**src/hdl/dtq_pkg.sv**
```systemverilog
// Shared types and constants for the deadline timer queue.
package dtq_pkg;
  localparam int QueueDepth = 16;
  localparam int MaxResults = 16;
  localparam int CntW = $clog2(QueueDepth + 1);
  localparam int IdxW = $clog2(QueueDepth);
  localparam int FifoDepth = 2;

  typedef enum logic [1:0] {
    ST_RELEASED = 2'd0,
    ST_ADDED    = 2'd1,
    ST_FULL     = 2'd2,
    ST_NONE     = 2'd3
  } status_t;

  typedef enum logic {
    K_ADD  = 1'b0,
    K_TICK = 1'b1
  } kind_t;

  typedef struct packed {
    logic        kind;
    logic [7:0]  task_id;
    logic [31:0] wake;
  } cmd_t;
endpackage

```
**src/hdl/dtq_if.sv**
```systemverilog
// Valid/ready channel interfaces for the deadline timer queue.
interface dtq_in_if (input logic clk);
  logic        valid;
  logic        ready;
  logic        kind;
  logic [7:0]  task_id;
  logic [23:0] delay;
  logic [31:0] now;
  modport source (output valid, kind, task_id, delay, now, input ready);
  modport sink (input valid, kind, task_id, delay, now, output ready);
endinterface

interface dtq_out_if (input logic clk);
  logic        valid;
  logic        ready;
  logic [1:0]  status;
  logic [7:0]  task_id_res;
  logic [31:0] wake_time;
  logic        last;
  modport source (output valid, status, task_id_res, wake_time, last, input ready);
  modport sink (input valid, status, task_id_res, wake_time, last, output ready);
endinterface

```
**src/hdl/deadline_timer_queue.sv**
```systemverilog
// Top level of the deadline timer queue.
// channel | dir | payload
// in_ch   | in  | kind, task_id, delay, now
// out_ch  | out | status, task_id_res, wake_time, last
// An add passes through the command queue and then the back end, giving one word.
// A tick passes through the command queue and starts the release pass, which then gives
// one word per cycle while the output is not stalled: one per released task, or one nothing-ready word.
// A stalled output word holds the back end; the two-entry command queue absorbs input.
// Synchronous reset empties the queue and zeroes the current time.
module deadline_timer_queue (
  input logic clk,
  input logic rst,
  dtq_in_if.sink    in_ch,
  dtq_out_if.source out_ch
);
  import dtq_pkg::*;
  cmd_t cmd;
  logic cmd_valid, cmd_ready;

  dtq_front u_front (.clk, .rst, .in_ch, .cmd, .cmd_valid, .cmd_ready);
  dtq_back  u_back (.clk, .rst, .cmd, .cmd_valid, .cmd_ready, .out_ch);
endmodule

```
**src/hdl/dtq_front.sv**
```systemverilog
// Front end: tracks current time, computes wake times, queues commands.
module dtq_front (
  input  logic          clk,
  input  logic          rst,
  dtq_in_if.sink        in_ch,
  output dtq_pkg::cmd_t cmd,
  output logic          cmd_valid,
  input  logic          cmd_ready
);
  import dtq_pkg::*;

  logic [31:0] current_time;
  logic [32:0] sum;
  cmd_t        fifo [FifoDepth];
  logic [$clog2(FifoDepth)-1:0] wp, rp;
  logic [$clog2(FifoDepth):0]   cnt;
  cmd_t        incmd;
  logic        push, pop;

  assign sum = {1'b0, current_time} + {9'd0, in_ch.delay};
  always_comb begin
    incmd.kind    = in_ch.kind;
    incmd.task_id = in_ch.task_id;
    if (in_ch.kind == K_TICK) incmd.wake = in_ch.now;
    else incmd.wake = sum[32] ? 32'hFFFF_FFFF : sum[31:0];
  end

  assign in_ch.ready = (cnt != ($clog2(FifoDepth)+1)'(FifoDepth));
  assign push = in_ch.valid && in_ch.ready;
  assign pop = cmd_valid && cmd_ready;
  assign cmd_valid = (cnt != '0);
  assign cmd = fifo[rp];

  always_ff @(posedge clk) begin
    if (push) fifo[wp] <= incmd;
    if (rst) begin
      current_time <= '0;
      wp <= '0;
      rp <= '0;
      cnt <= '0;
    end else begin
      if (push && in_ch.kind == K_TICK) current_time <= in_ch.now;
      if (push) wp <= wp + 1'b1;
      if (pop) rp <= rp + 1'b1;
      cnt <= cnt + (push ? 1'b1 : 1'b0) - (pop ? 1'b1 : 1'b0);
    end
  end
endmodule

```
**src/hdl/dtq_back.sv**
```systemverilog
// Back end: sorted shift-register queue with insert and release.
module dtq_back (
  input  logic          clk,
  input  logic          rst,
  input  dtq_pkg::cmd_t cmd,
  input  logic          cmd_valid,
  output logic          cmd_ready,
  dtq_out_if.source     out_ch
);
  import dtq_pkg::*;

  typedef enum logic [1:0] {S_IDLE = 2'b01, S_REL = 2'b10} state_t;

  state_t      state;
  logic [31:0] wt [QueueDepth];
  logic [7:0]  tk [QueueDepth];
  logic [CntW-1:0] count;
  logic [31:0] tick_now;
  logic [$clog2(MaxResults+1)-1:0] taken;
  logic [QueueDepth-1:0] le;
  logic        head_ok, nxt_ok, out_free;

  always_comb begin
    for (int i = 0; i < QueueDepth; i++)
      le[i] = (CntW'(i) < count) && (wt[i] <= cmd.wake);
  end

  assign out_free = !out_ch.valid || out_ch.ready;
  assign cmd_ready = (state == S_IDLE) && out_free;
  assign head_ok = (count != '0) && (wt[0] <= tick_now);
  assign nxt_ok = (count > CntW'(1)) && (wt[1] <= tick_now) &&
                  (taken + 1'b1 < ($clog2(MaxResults+1))'(MaxResults));

  always_ff @(posedge clk) begin
    if (rst) begin
      state <= S_IDLE;
      count <= '0;
      out_ch.valid <= 1'b0;
    end else begin
      if (out_ch.valid && out_ch.ready) out_ch.valid <= 1'b0;
      case (state)
        S_IDLE: if (cmd_valid && cmd_ready) begin
          if (cmd.kind == K_ADD) begin
            out_ch.valid <= 1'b1;
            out_ch.task_id_res <= cmd.task_id;
            out_ch.wake_time <= cmd.wake;
            out_ch.last <= 1'b1;
            if (count == CntW'(QueueDepth)) out_ch.status <= ST_FULL;
            else begin
              out_ch.status <= ST_ADDED;
              for (int i = 0; i < QueueDepth; i++) begin
                if (!le[i]) begin
                  if (i == 0 || le[i-1 < 0 ? 0 : i-1]) begin
                    wt[i] <= cmd.wake;
                    tk[i] <= cmd.task_id;
                  end else begin
                    wt[i] <= wt[i-1 < 0 ? 0 : i-1];
                    tk[i] <= tk[i-1 < 0 ? 0 : i-1];
                  end
                end
              end
              count <= count + 1'b1;
            end
          end else begin
            tick_now <= cmd.wake;
            taken <= '0;
            state <= S_REL;
          end
        end
        S_REL: if (out_free) begin
          out_ch.valid <= 1'b1;
          if (!head_ok) begin
            out_ch.status <= ST_NONE;
            out_ch.task_id_res <= '0;
            out_ch.wake_time <= '0;
            out_ch.last <= 1'b1;
            state <= S_IDLE;
          end else begin
            out_ch.status <= ST_RELEASED;
            out_ch.task_id_res <= tk[0];
            out_ch.wake_time <= wt[0];
            out_ch.last <= !nxt_ok;
            for (int i = 0; i < QueueDepth - 1; i++) begin
              wt[i] <= wt[i+1];
              tk[i] <= tk[i+1];
            end
            count <= count - 1'b1;
            taken <= taken + 1'b1;
            if (!nxt_ok) state <= S_IDLE;
          end
        end
        default: state <= S_IDLE;
      endcase
    end
  end
endmodule

```
**src/flat_wrapper.sv**
```systemverilog
// flat-port wrapper written by rule: the top's interface ports become plain ports
module deadline_timer_queue_flat import dtq_pkg::*;
  (clk, rst, in_ch_valid, in_ch_kind, in_ch_task_id, in_ch_delay, in_ch_now, in_ch_ready, out_ch_valid, out_ch_status, out_ch_task_id_res, out_ch_wake_time, out_ch_last, out_ch_ready);
  dtq_in_if in_ch_i (.clk(clk));
  dtq_out_if out_ch_i (.clk(clk));
  input logic clk;
  input logic rst;
  input wire logic [$bits(in_ch_i.valid)-1:0] in_ch_valid;
  input wire logic [$bits(in_ch_i.kind)-1:0] in_ch_kind;
  input wire logic [$bits(in_ch_i.task_id)-1:0] in_ch_task_id;
  input wire logic [$bits(in_ch_i.delay)-1:0] in_ch_delay;
  input wire logic [$bits(in_ch_i.now)-1:0] in_ch_now;
  output wire logic [$bits(in_ch_i.ready)-1:0] in_ch_ready;
  output wire logic [$bits(out_ch_i.valid)-1:0] out_ch_valid;
  output wire logic [$bits(out_ch_i.status)-1:0] out_ch_status;
  output wire logic [$bits(out_ch_i.task_id_res)-1:0] out_ch_task_id_res;
  output wire logic [$bits(out_ch_i.wake_time)-1:0] out_ch_wake_time;
  output wire logic [$bits(out_ch_i.last)-1:0] out_ch_last;
  input wire logic [$bits(out_ch_i.ready)-1:0] out_ch_ready;
  assign in_ch_i.valid = in_ch_valid;
  assign in_ch_i.kind = in_ch_kind;
  assign in_ch_i.task_id = in_ch_task_id;
  assign in_ch_i.delay = in_ch_delay;
  assign in_ch_i.now = in_ch_now;
  assign in_ch_ready = in_ch_i.ready;
  assign out_ch_valid = out_ch_i.valid;
  assign out_ch_status = out_ch_i.status;
  assign out_ch_task_id_res = out_ch_i.task_id_res;
  assign out_ch_wake_time = out_ch_i.wake_time;
  assign out_ch_last = out_ch_i.last;
  assign out_ch_i.ready = out_ch_ready;
  deadline_timer_queue u_core (.clk(clk), .rst(rst), .in_ch(in_ch_i), .out_ch(out_ch_i));
endmodule
```
**config.mk**
```make
export PLATFORM = sky130hd
export DESIGN_NAME = deadline_timer_queue_flat
export DESIGN_NICKNAME = d
export VERILOG_FILES = /design/src/hdl/dtq_pkg.sv /design/src/hdl/dtq_if.sv /design/src/hdl/deadline_timer_queue.sv /design/src/hdl/dtq_front.sv /design/src/hdl/dtq_back.sv /design/src/flat_wrapper.sv
export SDC_FILE = /design/constraint.sdc
export NUM_CORES = 2
export LEC_CHECK = 0
export BUFFER_PORTS_ARGS = -buffer_cell sky130_fd_sc_hd__buf_2
export CELL_PAD_IN_SITES_DETAIL_PLACEMENT = 1
export CELL_PAD_IN_SITES_GLOBAL_PLACEMENT = 1
export CORE_ASPECT_RATIO = 1.4
export CORE_MARGIN = 3
export CORE_UTILIZATION = 30
export CTS_BUF_LIST = sky130_fd_sc_hd__clkbuf_16
export CTS_CLUSTER_DIAMETER = 30
export DETAILED_ROUTE_END_ITERATION = 6
export PLACE_DENSITY_LB_ADDON = 0.1
export SLEW_MARGIN = 20
export SYNTH_ARGS = -nofsm -noshare
export SYNTH_HDL_FRONTEND = slang
export SYNTH_SLANG_ARGS = --single-unit
export TNS_END_PERCENT = 20
```
**constraint.sdc**
```tcl
create_clock -name clk -period 20.7 [get_ports clk]
set_input_delay 4.14 -clock clk [delete_from_list [all_inputs] [get_ports clk]]
set_output_delay 4.14 -clock clk [all_outputs]
set_load 0.005 [all_outputs]
```
==> flow_metrics.tcl <==
set metrics [dict create \
    worstReg2RegEnd "u_core.u_back.tk[0][31]$_DFFE_PP_" \
    cpLargestDelayFamily "buffers and inverters" \
    nNetsFinal 5946 \
    coreArea_um2 181700 \
    synth_edf_count 802 \
    swShare 0.3597 \
    post_route_cells_drive_above_1_share 0.1313 \
    yosysUniqueCellTypes 78 \
    rsz0062_at_grt "no" \
    grt_pass1_vias 45968 \
    path_max_fanout 86 \
    critPathArrivalTime_ns 9.56 \
    clock_skew_ns 0.05401 \
    cts.sinks 847 \
    drv_slew 0 \
    p_leak_nw 24.27 \
    hold-path-cell-count 2 \
    die_h_um 512.4 \
    cts.hold.buffers_added 0 \
    cpMostUsedCell "buf_4" \
    rows 185 \
    cap_violations 0 \
    grt_pass1_wl_um 298900 \
    grt_antenna_before_repair 3 \
    start_util 0.3024 \
    instances_no_fill 7879 \
    globalRouteMet2Util 0.4003 \
    syn_avg_cell_area_um2 10.72 \
    fin_tns_setup_ns 0 \
    ys_seq_elements 847 \
    hold_violations 0 \
    drt-pass1-iter-count 5 \
    r2r_slack_ns 13.94 \
    crit_path_top_delay_cell "nand2b_4" \
    synth_area_leaders "edfxtp_1, ha_1, mux2i_1, a21oi_1, nor2_1" \
    async_reset_ff_frac 0 \
    fin_crit_sh 0.4373 \
    die_x_um 367.7 \
    vias 42329 \
    die-area_um2 188400 \
    p_comb_frac 0.329 \
    worstPathRequired_ns 21.21 \
    htree_levels 4 \
    synth_cells 5127 \
    place_inst 7466 \
    cp_slowest_stage_delay_ns 0.86 \
    final_core_util 0.3644 \
    routed_wl_um 200800 \
    final_antenna_net_count 0 \
    grt_max_degree 222 \
    start_kind "input pin" \
    synth_nets 5805 \
    cts_setup_buffers 0 \
    min_to "u_core.u_front.current_time[15]$_SDFFE_PP0P_" \
    use_met1 0.2345 \
    grt-ovfl-total 0 \
    place_ws_ns 10.78 \
    fmax_mhz 110.5 \
    powerDensity_nw_per_um2 135.8 \
    path_buf_inv 7 \
    drt-initial-drc-count 1999 \
    nFillCells 19839 \
    routedWlPerCell_um 25.49 \
    area_delta_synth_final_pct 20.51 \
    clk_pin_slew_ns 0.04 \
    cts-resized-gates 0 \
    grt_use_total 0.2083 \
    netlist_area_um2 54950 \
    port-buffer-count 113 \
    max_slew_margin 0.2380 \
    outcome "finished, final reports clean" \
    cts_tree "done" \
    drc 0 \
    synth_flop_cell "edfxtp_1" \
    synth_area_leader_cell "edfxtp_1" \
    finalWorstSetupSlack_ns 11.65 \
    p_seq_frac 0.287 \
    seq_area_frac_synth 0.4547 \
    hold_class "reg -> reg" \
    clock-root-buffer "clkbuf_16" \
    numCtsBuffers 231 \
    hp-start "u_core.u_front.current_time[15]$_SDFFE_PP0P_" \
    end_kind "flip-flop" \
    vdd_drop_max_v 0.00008616 \
    crit_path_cell_trace "buf_2 -> buf_4 -> nand4b_1 -> buf_4 -> nand2b_4 -> buf_4 -> buf_4 -> buf_4 -> o21ai_4 -> buf_4" \
    yosys_warnings 0 \
    p_int_mw 5.756 \
    gp_congestion 0.8176 \
    path_class "in -> reg" \
    tightestPinTransition_ns 1.143 \
    cts_buffer_depth 4 \
    top_usage_layer "met2" \
    viasPerCell 5.372 \
    clock_power_share 0.383 \
    rr_startpoint "u_core.u_back.wt[0][27]$_DFFE_PP_" \
    clock_latency_ns 0.84 \
    min_period_ns 9.052 \
    setup_violations 0 \
    synth_top_area_share 0.4383 \
    p_sw_mw 3.234 \
    dp_hpwl_um 149700 \
    rr_worst_depth 13 \
    met3_usage 0.02253 \
    ioPinCount 114 \
]
==> sequential cells by signal, summed over array words and instances, names as in the netlist, named ones only <==
| register | count |
|---|---|
| u_core.u_back.count | 5 |
| u_core.u_back.out_ch.last | 1 |
| u_core.u_back.out_ch.status | 2 |
| u_core.u_back.out_ch.task_id_res | 8 |
| u_core.u_back.out_ch.valid | 1 |
| u_core.u_back.out_ch.wake_time | 32 |
| u_core.u_back.state | 2 |
| u_core.u_back.taken | 5 |
| u_core.u_back.tick_now | 32 |
| u_core.u_back.tk | 128 |
| u_core.u_back.wt | 512 |
| u_core.u_front.cnt | 2 |
| u_core.u_front.current_time | 32 |
| u_core.u_front.fifo | 82 |
| u_core.u_front.rp | 1 |
| u_core.u_front.wp | 1 |
==> placed cells by master, fill, tap and decap left out, types with 15 or more instances in the layout <==
master | synthesis | layout
nand2b_1 | 20 | 19
clkinvlp_4 | 0 | 18
buf_2 | 68 | 113
nand3_1 | 145 | 143
nor2b_1 | 57 | 56
o21ai_0 | 194 | 186
nor3_1 | 106 | 105
inv_1 | 143 | 185
a31oi_1 | 16 | 15
nor4_1 | 28 | 27
mux2i_1 | 604 | 573
nor2_1 | 425 | 417
mux2_1 | 16 | 16
buf_4 | 12 | 94
mux2i_4 | 0 | 31
ha_1 | 608 | 607
o211ai_1 | 41 | 41
edfxtp_1 | 802 | 802
nand2_1 | 331 | 322
clkbuf_16 | 0 | 236
nand4_1 | 115 | 115
clkinv_2 | 0 | 48
mux2_2 | 74 | 74
a211oi_1 | 39 | 38
dfxtp_1 | 45 | 44
bufinv_16 | 0 | 25
a21oi_1 | 624 | 622
a221o_1 | 45 | 45
xor2_1 | 21 | 21
a21o_1 | 51 | 51
o2bb2ai_1 | 42 | 42
o22ai_1 | 42 | 42
o21a_1 | 18 | 16
clkinv_1 | 0 | 26
==> worst register-to-register path: cells and delay by family (launching register included) <==
| kind | cells | cell delay [ns] |
|---|---|---|
| AOI/OAI and AO/OA | 4 | 0.72 |
| buffers and inverters | 5 | 3.16 |
| and+or+nand+nor | 3 | 1.63 |
| DFF | 1 | 0.52 |
| adders and majority gates | 1 | 0.38 |
==> how the worst max path moves through the flow <==
stage                     slack (ns)                           endpoint  depth (start not counted)         start
after floorplan                11.90  u_core.u_back.tk[1][24]$_DFFE_PP_                          7  out_ch_ready
after global placement         10.88  u_core.u_back.tk[0][24]$_DFFE_PP_                         10           rst
after detailed placement       10.78  u_core.u_back.tk[0][24]$_DFFE_PP_                         10           rst
after CTS                      11.68  u_core.u_back.tk[0][31]$_DFFE_PP_                         10           rst
after global routing           11.29  u_core.u_back.wt[0][88]$_DFFE_PP_                         10           rst
final                          11.65  u_core.u_back.tk[0][31]$_DFFE_PP_                         10           rst
==> power groups by stage <==
stage                     logic (mW)  registers (mW)  clock network (mW)
after global routing            3.30            2.61                3.60
after global placement          2.90            2.62                   0
after floorplan                 1.89            2.50                   0
after detailed placement        3.00            2.62                   0
final                           2.96            2.58                3.45
after CTS                       3.02            2.59                3.52
==> routing by layer <==
layer | vias up | wire, um
li1 | 19888 | -
met1 | 21458 | 80020
met2 | 651 | 108500
met3 | 332 | 5193
met4 | 0 | 7124
met5 | - | 0
==> Yosys cell counts (all sizes together) (15+ instances only) <==
master,count
nand2,331
inv,143
dfxtp,45
a21o,51
o211ai,41
nor2,426
a211oi,40
o2bb2ai,42
o21ai,198
o21a,18
nor4,28
xor2,21
and3,15
a31oi,16
clkbuf,196
nand3,145
nor3,106
mux2i,604
buf,105
nor2b,57
edfxtp,802
o22ai,42
ha,608
a221o,45
a21oi,625
nand2b,20
mux2,90
nand4,115
==> area by class of cell <==
cell class | instances | area [um^2] | area share
Clock buffer | 236 | 5906 | 0.08918
Clock inverter | 176 | 1543 | 0.02330
Multi-Input combinational cell | 3836 | 28890 | 0.4363
Tap cell | 2431 | 3042 | 0.04593
Antenna cell | 1 | 2.502 | 0.00003779
Sequential cell | 847 | 24990 | 0.3773
Timing Repair Buffer | 209 | 1311 | 0.01980
Inverter | 143 | 536.8 | 0.008106
==> logic make-up after synthesis <==
kind of cell	share of synthesized area
AND/OR/NAND/NOR	0.1095
AO/OA/AOI/OAI	0.1297
flip-flops	0.4547
multiplexers	0.1285
adder cells (fa/ha/maj)	0.1388
buffers and inverters	0.03324
XOR/XNOR	0.005579
==> through the flow <==
step                instance area [um^2]  power (mW)  hold slack (ns)
finish                             66220       8.990           0.4563
global route                       66220       9.515           0.4750
CTS                                66200       9.126           0.4591
detailed placement                 58750       5.616           0.4531
global placement                   58710       5.524           0.4475
floorplan                          54950       4.398           0.4400
No activity file was read; power rests on OpenSTA's default activity.
